[src/sv/lfs_pkg.sv]
// Shared types, widths, register codes and reset values for the line follower.
`timescale 1ns / 1ps

package lfs_pkg;

    localparam int MAX_ROW_WIDTH = 4096;

    localparam int LUM_W    = 8;
    localparam int COL_W    = 12;
    localparam int HALF_W   = 12;
    localparam int ROW_W    = 13;
    localparam int WEIGHT_W = 10;
    localparam int POS_W    = COL_W + WEIGHT_W;
    localparam int TERM_W   = POS_W + 2;
    localparam int ERR_W    = 32;
    localparam int BASE_W   = 10;
    localparam int GAIN_W   = 16;
    localparam int PROD_W   = ERR_W + GAIN_W;
    localparam int FRAC_W   = 24;
    localparam int DIFF_W   = PROD_W + 2;
    localparam int SPEED_W  = 16;

    localparam int CFG_IDX_W  = 3;
    localparam int CFG_DATA_W = 16;

    localparam int S_DATA_W = 8;
    localparam int M_DATA_W = ERR_W + 2 * SPEED_W;

    // Register indexes on the configuration channel.
    localparam logic [CFG_IDX_W-1:0] REG_BASE_SPEED    = 3'd0;
    localparam logic [CFG_IDX_W-1:0] REG_STEER_GAIN    = 3'd1;
    localparam logic [CFG_IDX_W-1:0] REG_LUM_THRESHOLD = 3'd2;
    localparam logic [CFG_IDX_W-1:0] REG_RIGHT_WEIGHT  = 3'd3;
    localparam logic [CFG_IDX_W-1:0] REG_LEFT_WEIGHT   = 3'd4;
    localparam logic [CFG_IDX_W-1:0] REG_ROW_WIDTH     = 3'd5;

    localparam logic [BASE_W-1:0]   RST_BASE_SPEED    = 10'd10;
    localparam logic [GAIN_W-1:0]   RST_STEER_GAIN    = 16'd1966;
    localparam logic [LUM_W-1:0]    RST_LUM_THRESHOLD = 8'd250;
    localparam logic [WEIGHT_W-1:0] RST_RIGHT_WEIGHT  = 10'd282;
    localparam logic [WEIGHT_W-1:0] RST_LEFT_WEIGHT   = 10'd230;
    localparam logic [ROW_W-1:0]    RST_ROW_WIDTH     = 13'd320;

    typedef struct packed {
        logic [BASE_W-1:0]   base_speed;
        logic [GAIN_W-1:0]   steer_gain;
        logic [LUM_W-1:0]    lum_threshold;
        logic [WEIGHT_W-1:0] right_weight;
        logic [WEIGHT_W-1:0] left_weight;
        logic [ROW_W-1:0]    row_width;
    } cfg_t;

endpackage

[src/sv/lfs_cfg_regs.sv]
// Configuration register file of the line follower.
`timescale 1ns / 1ps

module lfs_cfg_regs
    import lfs_pkg::*;
(
    input  logic                  aclk,
    input  logic                  aresetn,
    input  logic                  cfg_valid,
    output logic                  cfg_ready,
    input  logic [CFG_IDX_W-1:0]  cfg_index,
    input  logic [CFG_DATA_W-1:0] cfg_data,
    output cfg_t                  cfg
);

    cfg_t cfg_reg;
    cfg_t cfg_next;

    assign cfg_ready = 1'b1;
    assign cfg       = cfg_reg;

    always_comb begin
        cfg_next = cfg_reg;
        if (cfg_valid) begin
            unique case (cfg_index)
                REG_BASE_SPEED:    cfg_next.base_speed    = cfg_data[BASE_W-1:0];
                REG_STEER_GAIN:    cfg_next.steer_gain    = cfg_data[GAIN_W-1:0];
                REG_LUM_THRESHOLD: cfg_next.lum_threshold = cfg_data[LUM_W-1:0];
                REG_RIGHT_WEIGHT:  cfg_next.right_weight  = cfg_data[WEIGHT_W-1:0];
                REG_LEFT_WEIGHT:   cfg_next.left_weight   = cfg_data[WEIGHT_W-1:0];
                REG_ROW_WIDTH:     cfg_next.row_width     = cfg_data[ROW_W-1:0];
                default:           cfg_next = cfg_reg;
            endcase
        end
    end

    always_ff @(posedge aclk) begin
        if (!aresetn) begin
            cfg_reg.base_speed    <= RST_BASE_SPEED;
            cfg_reg.steer_gain    <= RST_STEER_GAIN;
            cfg_reg.lum_threshold <= RST_LUM_THRESHOLD;
            cfg_reg.right_weight  <= RST_RIGHT_WEIGHT;
            cfg_reg.left_weight   <= RST_LEFT_WEIGHT;
            cfg_reg.row_width     <= RST_ROW_WIDTH;
        end else begin
            cfg_reg <= cfg_next;
        end
    end

endmodule

[src/sv/lfs_accum.sv]
// Pixel path: input register, weighted position term, and saturating row sum.
`timescale 1ns / 1ps

module lfs_accum
    import lfs_pkg::*;
(
    input  logic                    aclk,
    input  logic                    aresetn,
    input  cfg_t                    cfg,
    input  logic                    s_tvalid,
    output logic                    s_tready,
    input  logic [S_DATA_W-1:0]     s_tdata,
    input  logic                    s_tlast,
    input  logic                    res_ready,
    output logic                    res_valid,
    output logic signed [ERR_W-1:0] res_error
);

    // Input stage.
    logic              in_valid_reg, in_valid_next;
    logic [LUM_W-1:0]  in_lum_reg;
    logic [COL_W-1:0]  in_col_reg;
    logic              in_last_reg;
    logic [COL_W-1:0]  col_reg, col_next;

    // Term stage.
    logic                     tm_valid_reg, tm_valid_next;
    logic                     tm_last_reg;
    logic signed [TERM_W-1:0] tm_term_reg, tm_term_next;

    // Row sum and finished error.
    logic signed [ERR_W-1:0] sum_reg, sum_next;
    logic                    e_valid_reg, e_valid_next;
    logic signed [ERR_W-1:0] e_value_reg;

    logic s_accept, in_adv, tm_adv, tm_free, e_free;
    logic [ROW_W-1:0]    width_clamped;
    logic [HALF_W-1:0]   half;
    logic [WEIGHT_W-1:0] weight;
    logic [POS_W-1:0]    pos;
    logic                hit;
    logic signed [ERR_W:0]   wide_sum;
    logic signed [ERR_W-1:0] sat_sum;

    // Backpressure only reaches the pixel side when a row end meets a full result path.
    assign e_free   = !e_valid_reg || res_ready;
    assign tm_adv   = tm_valid_reg && (!tm_last_reg || e_free);
    assign tm_free  = !tm_valid_reg || tm_adv;
    assign in_adv   = in_valid_reg && tm_free;
    assign s_tready = !in_valid_reg || tm_free;
    assign s_accept = s_tvalid && s_tready;

    assign res_valid = e_valid_reg;
    assign res_error = e_value_reg;

    always_comb begin
        if (cfg.row_width < ROW_W'(2)) begin
            width_clamped = ROW_W'(2);
        end else if (cfg.row_width > ROW_W'(MAX_ROW_WIDTH)) begin
            width_clamped = ROW_W'(MAX_ROW_WIDTH);
        end else begin
            width_clamped = cfg.row_width;
        end
        half   = width_clamped[ROW_W-1:1];
        hit    = (in_lum_reg > cfg.lum_threshold) && (in_col_reg != half);
        weight = (in_col_reg > half) ? cfg.right_weight : cfg.left_weight;
        pos    = POS_W'(in_col_reg) * POS_W'(weight);
        if (hit) begin
            tm_term_next = $signed({2'b00, pos}) - $signed({4'b0000, half, 8'h00});
        end else begin
            tm_term_next = '0;
        end
    end

    always_comb begin
        wide_sum = {sum_reg[ERR_W-1], sum_reg}
                 + {{(ERR_W + 1 - TERM_W){tm_term_reg[TERM_W-1]}}, tm_term_reg};
        if (wide_sum[ERR_W] != wide_sum[ERR_W-1]) begin
            sat_sum = wide_sum[ERR_W] ? {1'b1, {(ERR_W-1){1'b0}}} : {1'b0, {(ERR_W-1){1'b1}}};
        end else begin
            sat_sum = wide_sum[ERR_W-1:0];
        end
    end

    always_comb begin
        col_next = col_reg;
        if (s_accept) begin
            if (s_tlast) begin
                col_next = '0;
            end else if (col_reg != {COL_W{1'b1}}) begin
                col_next = col_reg + COL_W'(1);
            end
        end
        in_valid_next = s_accept || (in_valid_reg && !in_adv);
        tm_valid_next = in_adv || (tm_valid_reg && !tm_adv);
        e_valid_next  = (tm_adv && tm_last_reg) || (e_valid_reg && !res_ready);
        sum_next      = sum_reg;
        if (tm_adv) begin
            sum_next = tm_last_reg ? '0 : sat_sum;
        end
    end

    always_ff @(posedge aclk) begin
        if (!aresetn) begin
            in_valid_reg <= 1'b0;
            tm_valid_reg <= 1'b0;
            e_valid_reg  <= 1'b0;
            col_reg      <= '0;
            sum_reg      <= '0;
        end else begin
            in_valid_reg <= in_valid_next;
            tm_valid_reg <= tm_valid_next;
            e_valid_reg  <= e_valid_next;
            col_reg      <= col_next;
            sum_reg      <= sum_next;
        end
    end

    always_ff @(posedge aclk) begin
        if (s_accept) begin
            in_lum_reg  <= s_tdata[LUM_W-1:0];
            in_col_reg  <= col_reg;
            in_last_reg <= s_tlast;
        end
        if (in_adv) begin
            tm_term_reg <= tm_term_next;
            tm_last_reg <= in_last_reg;
        end
        if (tm_adv && tm_last_reg) begin
            e_value_reg <= sat_sum;
        end
    end

`ifndef NO_ASSERTIONS
    // A row end leaves a clean sum for the next row.
    a_sum_cleared: assert property (@(posedge aclk) disable iff (!aresetn)
        tm_adv && tm_last_reg |=> sum_reg == '0)
        else $error("row sum not cleared after row end");

    // The column counter restarts after an accepted row end.
    a_col_restart: assert property (@(posedge aclk) disable iff (!aresetn)
        s_accept && s_tlast |=> col_reg == '0)
        else $error("column counter not restarted after row end");

    // A finished error waiting on the speed path is neither lost nor changed.
    a_err_held: assert property (@(posedge aclk) disable iff (!aresetn)
        e_valid_reg && !res_ready |=> e_valid_reg && $stable(e_value_reg))
        else $error("pending row error lost or changed");
`endif

endmodule

[src/sv/lfs_speed.sv]
// Speed path: error magnitude times gain, then Q24 truncation and saturation.
`timescale 1ns / 1ps

module lfs_speed
    import lfs_pkg::*;
(
    input  logic                    aclk,
    input  logic                    aresetn,
    input  cfg_t                    cfg,
    input  logic                    res_valid,
    output logic                    res_ready,
    input  logic signed [ERR_W-1:0] res_error,
    output logic                    m_tvalid,
    input  logic                    m_tready,
    output logic [M_DATA_W-1:0]     m_tdata
);

    logic                    p_valid_reg, p_valid_next;
    logic signed [ERR_W-1:0] p_err_reg;
    logic [PROD_W-1:0]       p_prod_reg, p_prod_next;
    logic                    m_valid_reg, m_valid_next;
    logic [M_DATA_W-1:0]     m_data_reg, m_data_next;

    logic out_free, p_free;
    logic [ERR_W-1:0]         mag;
    logic signed [DIFF_W-1:0] diff;
    logic [DIFF_W-1:0]        abs_diff;
    logic [DIFF_W-FRAC_W-1:0] q_mag;
    logic                     diff_neg;
    logic signed [SPEED_W-1:0] reduced, base16, left_spd, right_spd;

    assign out_free  = !m_valid_reg || m_tready;
    assign p_free    = !p_valid_reg || out_free;
    assign res_ready = p_free;
    assign m_tvalid  = m_valid_reg;
    assign m_tdata   = m_data_reg;

    // Magnitude of the most negative error is 2^31, which still fits unsigned.
    always_comb begin
        mag         = res_error[ERR_W-1] ? ERR_W'(-res_error) : res_error;
        p_prod_next = PROD_W'(mag) * PROD_W'(cfg.steer_gain);
    end

    always_comb begin
        base16   = $signed({{(SPEED_W-BASE_W){1'b0}}, cfg.base_speed});
        diff     = $signed({{(DIFF_W-BASE_W-FRAC_W){1'b0}}, cfg.base_speed, {FRAC_W{1'b0}}})
                 - $signed({2'b00, p_prod_reg});
        diff_neg = diff[DIFF_W-1];
        abs_diff = diff_neg ? DIFF_W'(-diff) : diff;
        q_mag    = abs_diff[DIFF_W-1:FRAC_W];
        if (diff_neg) begin
            if (q_mag > (DIFF_W-FRAC_W)'(32768)) begin
                reduced = {1'b1, {(SPEED_W-1){1'b0}}};
            end else begin
                reduced = SPEED_W'(-q_mag);
            end
        end else begin
            if (q_mag > (DIFF_W-FRAC_W)'(32767)) begin
                reduced = {1'b0, {(SPEED_W-1){1'b1}}};
            end else begin
                reduced = q_mag[SPEED_W-1:0];
            end
        end
        priority if (p_err_reg > 0) begin
            left_spd  = base16;
            right_spd = reduced;
        end else if (p_err_reg < 0) begin
            left_spd  = reduced;
            right_spd = base16;
        end else begin
            left_spd  = base16;
            right_spd = base16;
        end
        m_data_next = {right_spd, left_spd, p_err_reg};
    end

    always_comb begin
        p_valid_next = (res_valid && p_free) || (p_valid_reg && !out_free);
        m_valid_next = (p_valid_reg && out_free) || (m_valid_reg && !m_tready);
    end

    always_ff @(posedge aclk) begin
        if (!aresetn) begin
            p_valid_reg <= 1'b0;
            m_valid_reg <= 1'b0;
        end else begin
            p_valid_reg <= p_valid_next;
            m_valid_reg <= m_valid_next;
        end
    end

    always_ff @(posedge aclk) begin
        if (res_valid && p_free) begin
            p_err_reg  <= res_error;
            p_prod_reg <= p_prod_next;
        end
        if (p_valid_reg && out_free) begin
            m_data_reg <= m_data_next;
        end
    end

`ifndef NO_ASSERTIONS
    // A centred line drives both motors at the cruising speed.
    a_zero_err: assert property (@(posedge aclk) disable iff (!aresetn)
        m_valid_reg && m_data_reg[ERR_W-1:0] == '0
        |-> m_data_reg[ERR_W +: SPEED_W] == {{(SPEED_W-BASE_W){1'b0}}, cfg.base_speed}
            && m_data_reg[ERR_W+SPEED_W +: SPEED_W] == m_data_reg[ERR_W +: SPEED_W])
        else $error("zero error but speeds differ from base");

    // Steering never speeds a motor up past the cruising speed.
    a_right_slower: assert property (@(posedge aclk) disable iff (!aresetn)
        m_valid_reg && !m_data_reg[ERR_W-1] && m_data_reg[ERR_W-1:0] != '0
        |-> $signed(m_data_reg[ERR_W+SPEED_W +: SPEED_W])
            <= $signed({{(SPEED_W-BASE_W){1'b0}}, cfg.base_speed}))
        else $error("right speed above base for positive error");

    // A product that may move on always lands in the output register.
    a_prod_moves: assert property (@(posedge aclk) disable iff (!aresetn)
        p_valid_reg && out_free |=> m_valid_reg)
        else $error("product dropped before output");
`endif

endmodule

[src/sv/line_follow_steering.sv]
// Top level of the camera-row line follower with proportional steering.
// Throughput: one pixel item per clock. Pixels stall only when three row results wait on
// a stalled result side and a fourth row end reaches the term stage.
// A result item reaches m_tvalid from its accepted row-end pixel through the input, term,
// error, product and output registers.
// Synchronous active-low reset loads register defaults, clears the row and empties the pipeline.
`timescale 1ns / 1ps

module line_follow_steering
    import lfs_pkg::*;
(
    input  logic                  aclk,
    input  logic                  aresetn,
    // Pixel items.
    input  logic                  s_tvalid,
    output logic                  s_tready,
    input  logic [S_DATA_W-1:0]   s_tdata,    // [7:0] pixel_lum
    input  logic                  s_tlast,    // row_end
    // Result items, one per row.
    output logic                  m_tvalid,
    input  logic                  m_tready,
    output logic [M_DATA_W-1:0]   m_tdata,    // [31:0] line_error, [47:32] left_speed,
                                              // [63:48] right_speed
    // Register writes.
    input  logic                  cfg_valid,
    output logic                  cfg_ready,
    input  logic [CFG_IDX_W-1:0]  cfg_index,
    input  logic [CFG_DATA_W-1:0] cfg_data
);

    cfg_t                    cfg;
    logic                    res_valid;
    logic                    res_ready;
    logic signed [ERR_W-1:0] res_error;

    // Register file. Writes are only expected while no row is in flight.
    lfs_cfg_regs u_cfg (
        .aclk      (aclk),
        .aresetn   (aresetn),
        .cfg_valid (cfg_valid),
        .cfg_ready (cfg_ready),
        .cfg_index (cfg_index),
        .cfg_data  (cfg_data),
        .cfg       (cfg)
    );

    // Pixel path: one 12x10 multiply for the term, then one 33-bit saturating add.
    // It keeps taking pixels while finished row errors wait in the speed path; it
    // only stalls when a row end reaches the term stage while three results wait.
    lfs_accum u_accum (
        .aclk      (aclk),
        .aresetn   (aresetn),
        .cfg       (cfg),
        .s_tvalid  (s_tvalid),
        .s_tready  (s_tready),
        .s_tdata   (s_tdata),
        .s_tlast   (s_tlast),
        .res_ready (res_ready),
        .res_valid (res_valid),
        .res_error (res_error)
    );

    // Speed path: one 32x16 multiply, then a 50-bit subtract, truncate and saturate.
    // The reduced speed goes to the right motor for a positive error and to the left
    // motor for a negative one.
    lfs_speed u_speed (
        .aclk      (aclk),
        .aresetn   (aresetn),
        .cfg       (cfg),
        .res_valid (res_valid),
        .res_ready (res_ready),
        .res_error (res_error),
        .m_tvalid  (m_tvalid),
        .m_tready  (m_tready),
        .m_tdata   (m_tdata)
    );

endmodule

[config.mk]
export PLATFORM = sky130hd
export DESIGN_NAME = line_follow_steering
export DESIGN_NICKNAME = d
export VERILOG_FILES = /design/src/sv/lfs_pkg.sv /design/src/sv/lfs_cfg_regs.sv /design/src/sv/lfs_accum.sv /design/src/sv/lfs_speed.sv /design/src/sv/line_follow_steering.sv
export SDC_FILE = /design/constraint.sdc
export NUM_CORES = 2
export LEC_CHECK = 0
export BUFFER_PORTS_ARGS = -buffer_cell sky130_fd_sc_hd__buf_4
export CORE_MARGIN = 5
export CORE_UTILIZATION = 35
export DETAILED_ROUTE_END_ITERATION = 10
export GPL_TIMING_DRIVEN = 0
export MAX_ROUTING_LAYER = met4
export RECOVER_POWER = 50
export SYNTH_ARGS = -nofsm -noshare
export SYNTH_HDL_FRONTEND = slang
export SYNTH_HIERARCHICAL = 1
export SYNTH_SLANG_ARGS = --single-unit
[constraint.sdc]
create_clock -name aclk -period 8.75 [get_ports aclk]
set_input_delay 1.3125 -clock aclk [delete_from_list [all_inputs] [get_ports aclk]]
set_output_delay 1.3125 -clock aclk [all_outputs]
set_load 0.01 [all_outputs]
=== After elaboration in Yosys (flattened, before gate mapping) ===
Cells that the tools add are included.

* Register bits after elaboration: 337
* Output and inout bits: 67
* Input bits: 33
* Logic and storage cells: 110

* $lt $le $gt $ge: 8
* Eq/ne operators: 8
* Add/sub/neg operators: 7
* Multiplexer cells: 16
* Bitwise gates (word level): 1
* Reductions and logical operators: 44
* $mul: 2

{| class="wikitable"
|+ Operators by type and width
! kind !! count
|-
| $mux 32 || 4
|-
| $mux 50 || 1
|-
| $neg 50->50 || 1
|-
| $sub 34x48->49 || 1
|-
| $mul 32x16->48 || 1
|-
| $mux 16 || 3
|-
| $mux 10 || 4
|-
| $add 32x23->33 || 1
|-
| $gt 32x1->1 const B || 1
|-
| $lt 32x1->1 const B || 1
|-
| $neg 32->32 || 1
|-
| $gt 26x15->1 const B || 1
|-
| $gt 26x16->1 const B || 1
|-
| $mux 13 || 2
|-
| $mux 12 || 2
|-
| $sub 22x20->23 || 1
|-
| $mul 12x10->22 || 1
|-
| $neg 16->16 || 1
|-
| $reduce_and 2->1 || 7
|-
| $gt 13x13->1 const B || 1
|-
| $lt 13x2->1 const B || 1
|-
| $add 12x1->12 const B || 1
|-
| $gt 12x12->1 || 1
|-
| $logic_and 1x1->1 || 12
|-
| 13 further kinds || 35
|}

=== Longest topological paths before layout ===
* Word-level depth: 11
* Mapped depth: 35
* Depth with buffers taken out: 33

=== Modules after synthesis ===
The synthesis kept the hierarchy.

{| class="wikitable"
|+ By module, submodules not included
! module !! cells each !! area an instance (um^2) !! instances
|-
| lfs_speed || 2611 || 24413.4 || 1
|-
| lfs_accum || 1193 || 11335.9 || 1
|-
| lfs_cfg_regs || 255 || 2633.8 || 1
|}

=== Worst setup path after synthesis ===
Ideal clock, no wire load.

* Kind: reg2reg
* From: register u_accum.e_value_reg[0] (netlist: u_accum/res_error[0])
* To: register u_speed.p_prod_reg[46] (data pin)
* Slack: -269 ps
* Cell stages (with the launch flop): 31
* Data required time: 8492 ps
* Setup time: 258 ps
* Data arrival time: 8761 ps
* Period minus slack after synthesis: 9019 ps
* Cells stage by stage: edfxtp_1 > or4_1 > or4_1 > or3_1 > o31ai_1 > xnor2_1 > clkbuf_1 > nand2_1 > fa_1 > fa_1 > fa_1 > inv_1 > fa_1 > fa_1 > inv_1 > fa_1 > inv_1 > ha_1 > a21o_1 > a21o_1 > a211oi_1 > o21ai_0 > a21oi_1 > o21ai_0 > a2111oi_0 > o21ai_0 > o41ai_1 > o21a_1 > o211ai_1 > a31oi_1 > xnor2_1

* Word-level cells in the longest chain between the ends: 3

{| class="wikitable"
|+ RTL lines
! item !! RTL line !! text
|-
| start: declaration || lfs_accum.sv:34 || <nowiki>logic signed [ERR_W-1:0] e_value_reg;</nowiki>
|-
| start signal: assignment || lfs_accum.sv:130 || <nowiki>e_value_reg <= sat_sum;</nowiki>
|-
| $neg 32->32 || lfs_speed.sv:40 || <nowiki>mag = res_error[ERR_W-1] ? ERR_W'(-res_error) : res_error;</nowiki>
|-
| $mux 32 (*) || lfs_speed.sv:40 ||
|-
| $mul 32x16->48 (*) || lfs_speed.sv:41 || <nowiki>p_prod_next = PROD_W'(mag) * PROD_W'(cfg.steer_gain);</nowiki>
|-
| via u_speed.p_prod_next[46] || lfs_speed.sv:20 || <nowiki>logic [PROD_W-1:0] p_prod_reg, p_prod_next;</nowiki>
|-
| end signal: assignment || lfs_speed.sv:95 || <nowiki>p_prod_reg <= p_prod_next;</nowiki>
|-
| end: declaration || lfs_speed.sv:20 ||
|}

The timed path passes the listed nets; every way through them passes the cells marked *.
A chain may end at the register's enable or synchronous reset.

=== Final worst setup path ===
* From: register u_accum.e_value_reg[2] (netlist: u_accum/res_error[2])
* To: register u_speed.p_prod_reg[41] (data pin)

Same word-level chain as after synthesis.

==> metrics.md <==
| Metric | Value |
|---|---|
| Outcome | finished, violations left |
| Failing checks | setup timing |
| Synth Net Count | 4848 |
| Worst Skew | 22.35 ps |
| Die area | 0.1164 mm² |
| Yosys top cell area share | 0.2681 |
| Nets@finish | 5107 |
| Distinct cells, synth | 101 |
| Clock transition at path regs | 70 ps |
| Post-layout min period | 9331 ps |
| Syn_area_per_cell | 9.456 µm² |
| Fin. Hold Viols | 0 |
| GRT Total Usage | 0.2018 |
| Signal arrival time at the worst endpoint | 9680 ps |
| Multi-input gate area | 0.02734 mm² |
| Final Worst Setup Slack | -581.2 ps |
| Vias in the first global route | 30670 |
| CTS root buf | clkbuf_16 |
| Net Switching | 5.614 mW |
| Skew-Pair Late Insertion Delay | 600 ps |
| Setup CP Type | reg -> reg |
| Total CTS buffers | 40 |
| Routed via count | 30060 |
| Combinational share of power | 0.694 |
| Reg power frac | 0.165 |
| CTS sink count | 337 |
| Initial antenna violation count | 1 |
| Area delta synth->final | 16.47% |
| Die X | 341.2 µm |
| Fin util | 0.4107 |
| Max incr delay on CP | 630 ps |
| Drt wl/cell | 19.92 µm |
| Highest Clock Rate | 0.1072 GHz |
| Fin area | 0.04471 mm² |
| Max-slew headroom | 0.1296 |
| CTS tree | done |
| Area leader, netlist | fa_1 |
| Pins Over Slew Limit | 0 |
| Crit share post-route | 1.066 |
| Worst Setup End Kind | flop |
| Num ports | 100 |
| Max FFs per register | 67 |
| Via density | 5.213 |
| Crit Path Max Fanout | 4 |
| DRC | 0 |
| Worst Setup Start Kind | flop |
| Largest net degree at the start of global routing | 66 |
| Row count | 121 |
| RSZ-0062 raised after global routing | yes |
| Drt pass-1 iters | 8 |
| Top FF cell, synth | edfxtp_1 |
| EDFF count, synth | 221 |
| Seq/Total Area, Yosys | 0.2334 |
| Leakage power | 19.93 nW |
| Power Internal | 7.159 mW |
| PwrDens | 285.7 mW/mm² |
| Hold Path Class | reg -> reg |
| Dpl hpwl | 90700 µm |
| Starting Density | 0.3526 |
| # H-tree levels | 2 |
| Critical Path RT | 9100 ps |
| Post-synth ARST share | 0 |
| CTS Hold Buffers Added | 0 |
| Core Area | 0.1089 mm² |
| Max Root-Sink Buffers | 3 |
| Mapped Area | 0.03838 mm² |
| Pre-CTS WS | -2601 ps |
| Share of cells above drive strength 1 | 0.1299 |
| Initial DRC count | 2335 |
| Die height | 341.2 µm |
| Routed WL | 114900 µm |
| Post-Syn Instances | 4059 |
| DP Area | 0.04108 mm² |
| GP Congestion | 0.9504 |
| Fillers | 10550 |
| Setup TNS Final | -4687 ps |
| Synth area leaders | fa_1 (27%), edfxtp_1 (17%), ha_1 (7.9%), inv_1 (6.2%), dfxtp_1 (6.1%) |
| Most common cell on crit path | fa_1 |
| Worst slew pin tran | 1292 ps |
| PortBufs | 98 |
| Antenna viol nets, final | 0 |
| Critical path's slowest cell | or4_4 |
| FF+latch area | 0.008959 mm² |
| YS warnings | 6 |
| Clock Power Share | 0.140 |
| Max cap viols | 0 |
| Max VDD drop | 0.3168 mV |
| FF-to-FF setup slack | -580 ps |
| Final setup viols | 12 |
| Overflow after GRT | 0 |
| First-pass GRT wire length | 178700 µm |
| FF+latch count, synth | 337 |
| Switch share | 0.4395 |
## power by group through the flow
stage          Sequential (mW)  Combinational, mW  Clock, mW
2_1_floorplan             2.11               5.11          0
3_3_place_gp              2.14               6.71          0
3_5_place_dp              2.14               6.79          0
4_1_cts                   2.11               8.38       1.83
5_1_grt                   2.12               9.81       1.91
6_report                  2.11               8.87       1.79
## stage by stage
| step | hold WS [ps] | power [mW] | instances |
|---|---|---|---|
| 2_1_floorplan | 400.3 | 7.225 | 4059 |
| 3_3_place_gp | 419.2 | 8.857 | 5571 |
| 3_5_place_dp | 421.1 | 8.929 | 5578 |
| 4_1_cts | 435.6 | 12.32 | 5743 |
| 5_1_grt | 442.3 | 13.83 | 5764 |
| 6_report | 431.9 | 12.77 | 5766 |
## worst paths after layout
| kind | start | to | cells past startpoint |
|---|---|---|---|
| setup / recovery | u_accum/res_error[2]$_DFFE_PP_ | u_speed/p_prod_reg[41]$_DFFE_PP_ | 31 |
| hold / removal | u_accum/in_last_reg$_DFFE_PP_ | u_accum/tm_last_reg$_DFFE_PP_ | 0 |
| setup reg to reg | u_accum/res_error[2]$_DFFE_PP_ | u_speed/p_prod_reg[41]$_DFFE_PP_ | 31 |
| hold reg to reg | u_accum/in_last_reg$_DFFE_PP_ | u_accum/tm_last_reg$_DFFE_PP_ | 0 |
## cells by family after synthesis
group | count (synthesis) | synth area share
simple gates | 1330 | 0.1749
buf+inv | 815 | 0.08358
fa+ha+maj | 756 | 0.3470
compound gates | 553 | 0.09636
flops | 337 | 0.2334
xor+xnor | 176 | 0.04016
mux | 91 | 0.02455
other cells | 1 | 0.00009770
## metal layers
layer | GRT usage | part of all wire | up-vias
met2 | 0.3186 | 0.46 | 1063
met1 | 0.2633 | 0.43 | 15010
li1 | - | - | 13770
met5 | - | 0 | -
met4 | 0.07200 | 0.042 | 0
met3 | 0.03440 | 0.068 | 219
## cells in the mapped netlist (21+ instances only)
library cell	count
nor3_1	41
nor2_1	121
a31oi_1	21
inv_1	631
nor4_1	30
fa_1	514
xnor2_1	116
nand4_1	34
o211ai_1	22
and2_1	284
a211oi_1	21
nor2b_1	59
xor2_1	60
a21o_1	33
a21oi_1	143
o21ai_0	71
dfxtp_1	116
o21ai_1	50
nand3_1	46
edfxtp_1	221
nand2_1	571
or3_1	21
o311ai_1	32
o31ai_1	23
nand2b_1	21
clkbuf_1	131
o21a_1	27
buf_2	26
ha_1	242
mux2i_1	75
## cell type report
cell class | instances | area share
clock inverters | 31 | 0.008508
flip-flops and latches | 337 | 0.2004
clock buffers | 42 | 0.02256
multi-input cells | 2907 | 0.6116
diodes | 3 | 0.0001679
plain buffers | 183 | 0.02443
well taps | 1414 | 0.03957
inverters | 632 | 0.05318
repair buffers | 217 | 0.03963
## critical path, delay by kind of cell (launching register included)
family                     cells  cell delay, ps
adders and majority gates      7            3290
and+or+nand+nor                7            2240
AOI/OAI and AO/OA              8            1940
buffers and inverters          7             820
DFF                            1             510
xor gates and xnor gates       2             270
## repair_timing
| action | 4_1_cts | 5_1_grt |
|---|---|---|
| endpoints found under the setup margin | 33 | 24 |
| gates resized for setup | 231 | 53 |
| pin swaps | 58 | 44 |
| setup buffers | 92 | 22 |
## cell usage in the layout, fill, tap and decap left out, drive strengths merged, types with 15 or more instances in the layout
master and n:
ha 242, a211oi 26, inv 640, nor3 43, xnor2 116, or3 21
buf 273, nand3 47, o311ai 36, o31ai 24, dfxtp 116, or4 22
nor2b 59, xor2 60, a21oi 145, o21ai 123, a21o 36, and2 285
nand4 36, clkinv 15, nand2b 21, o21a 28, mux2 15, nand2 571
edfxtp 221, fa 514, mux2i 76, clkbuf 168, nor4 35, o211ai 25
nor2 121, a31oi 22
No activity file was read; power rests on OpenSTA's default activity.
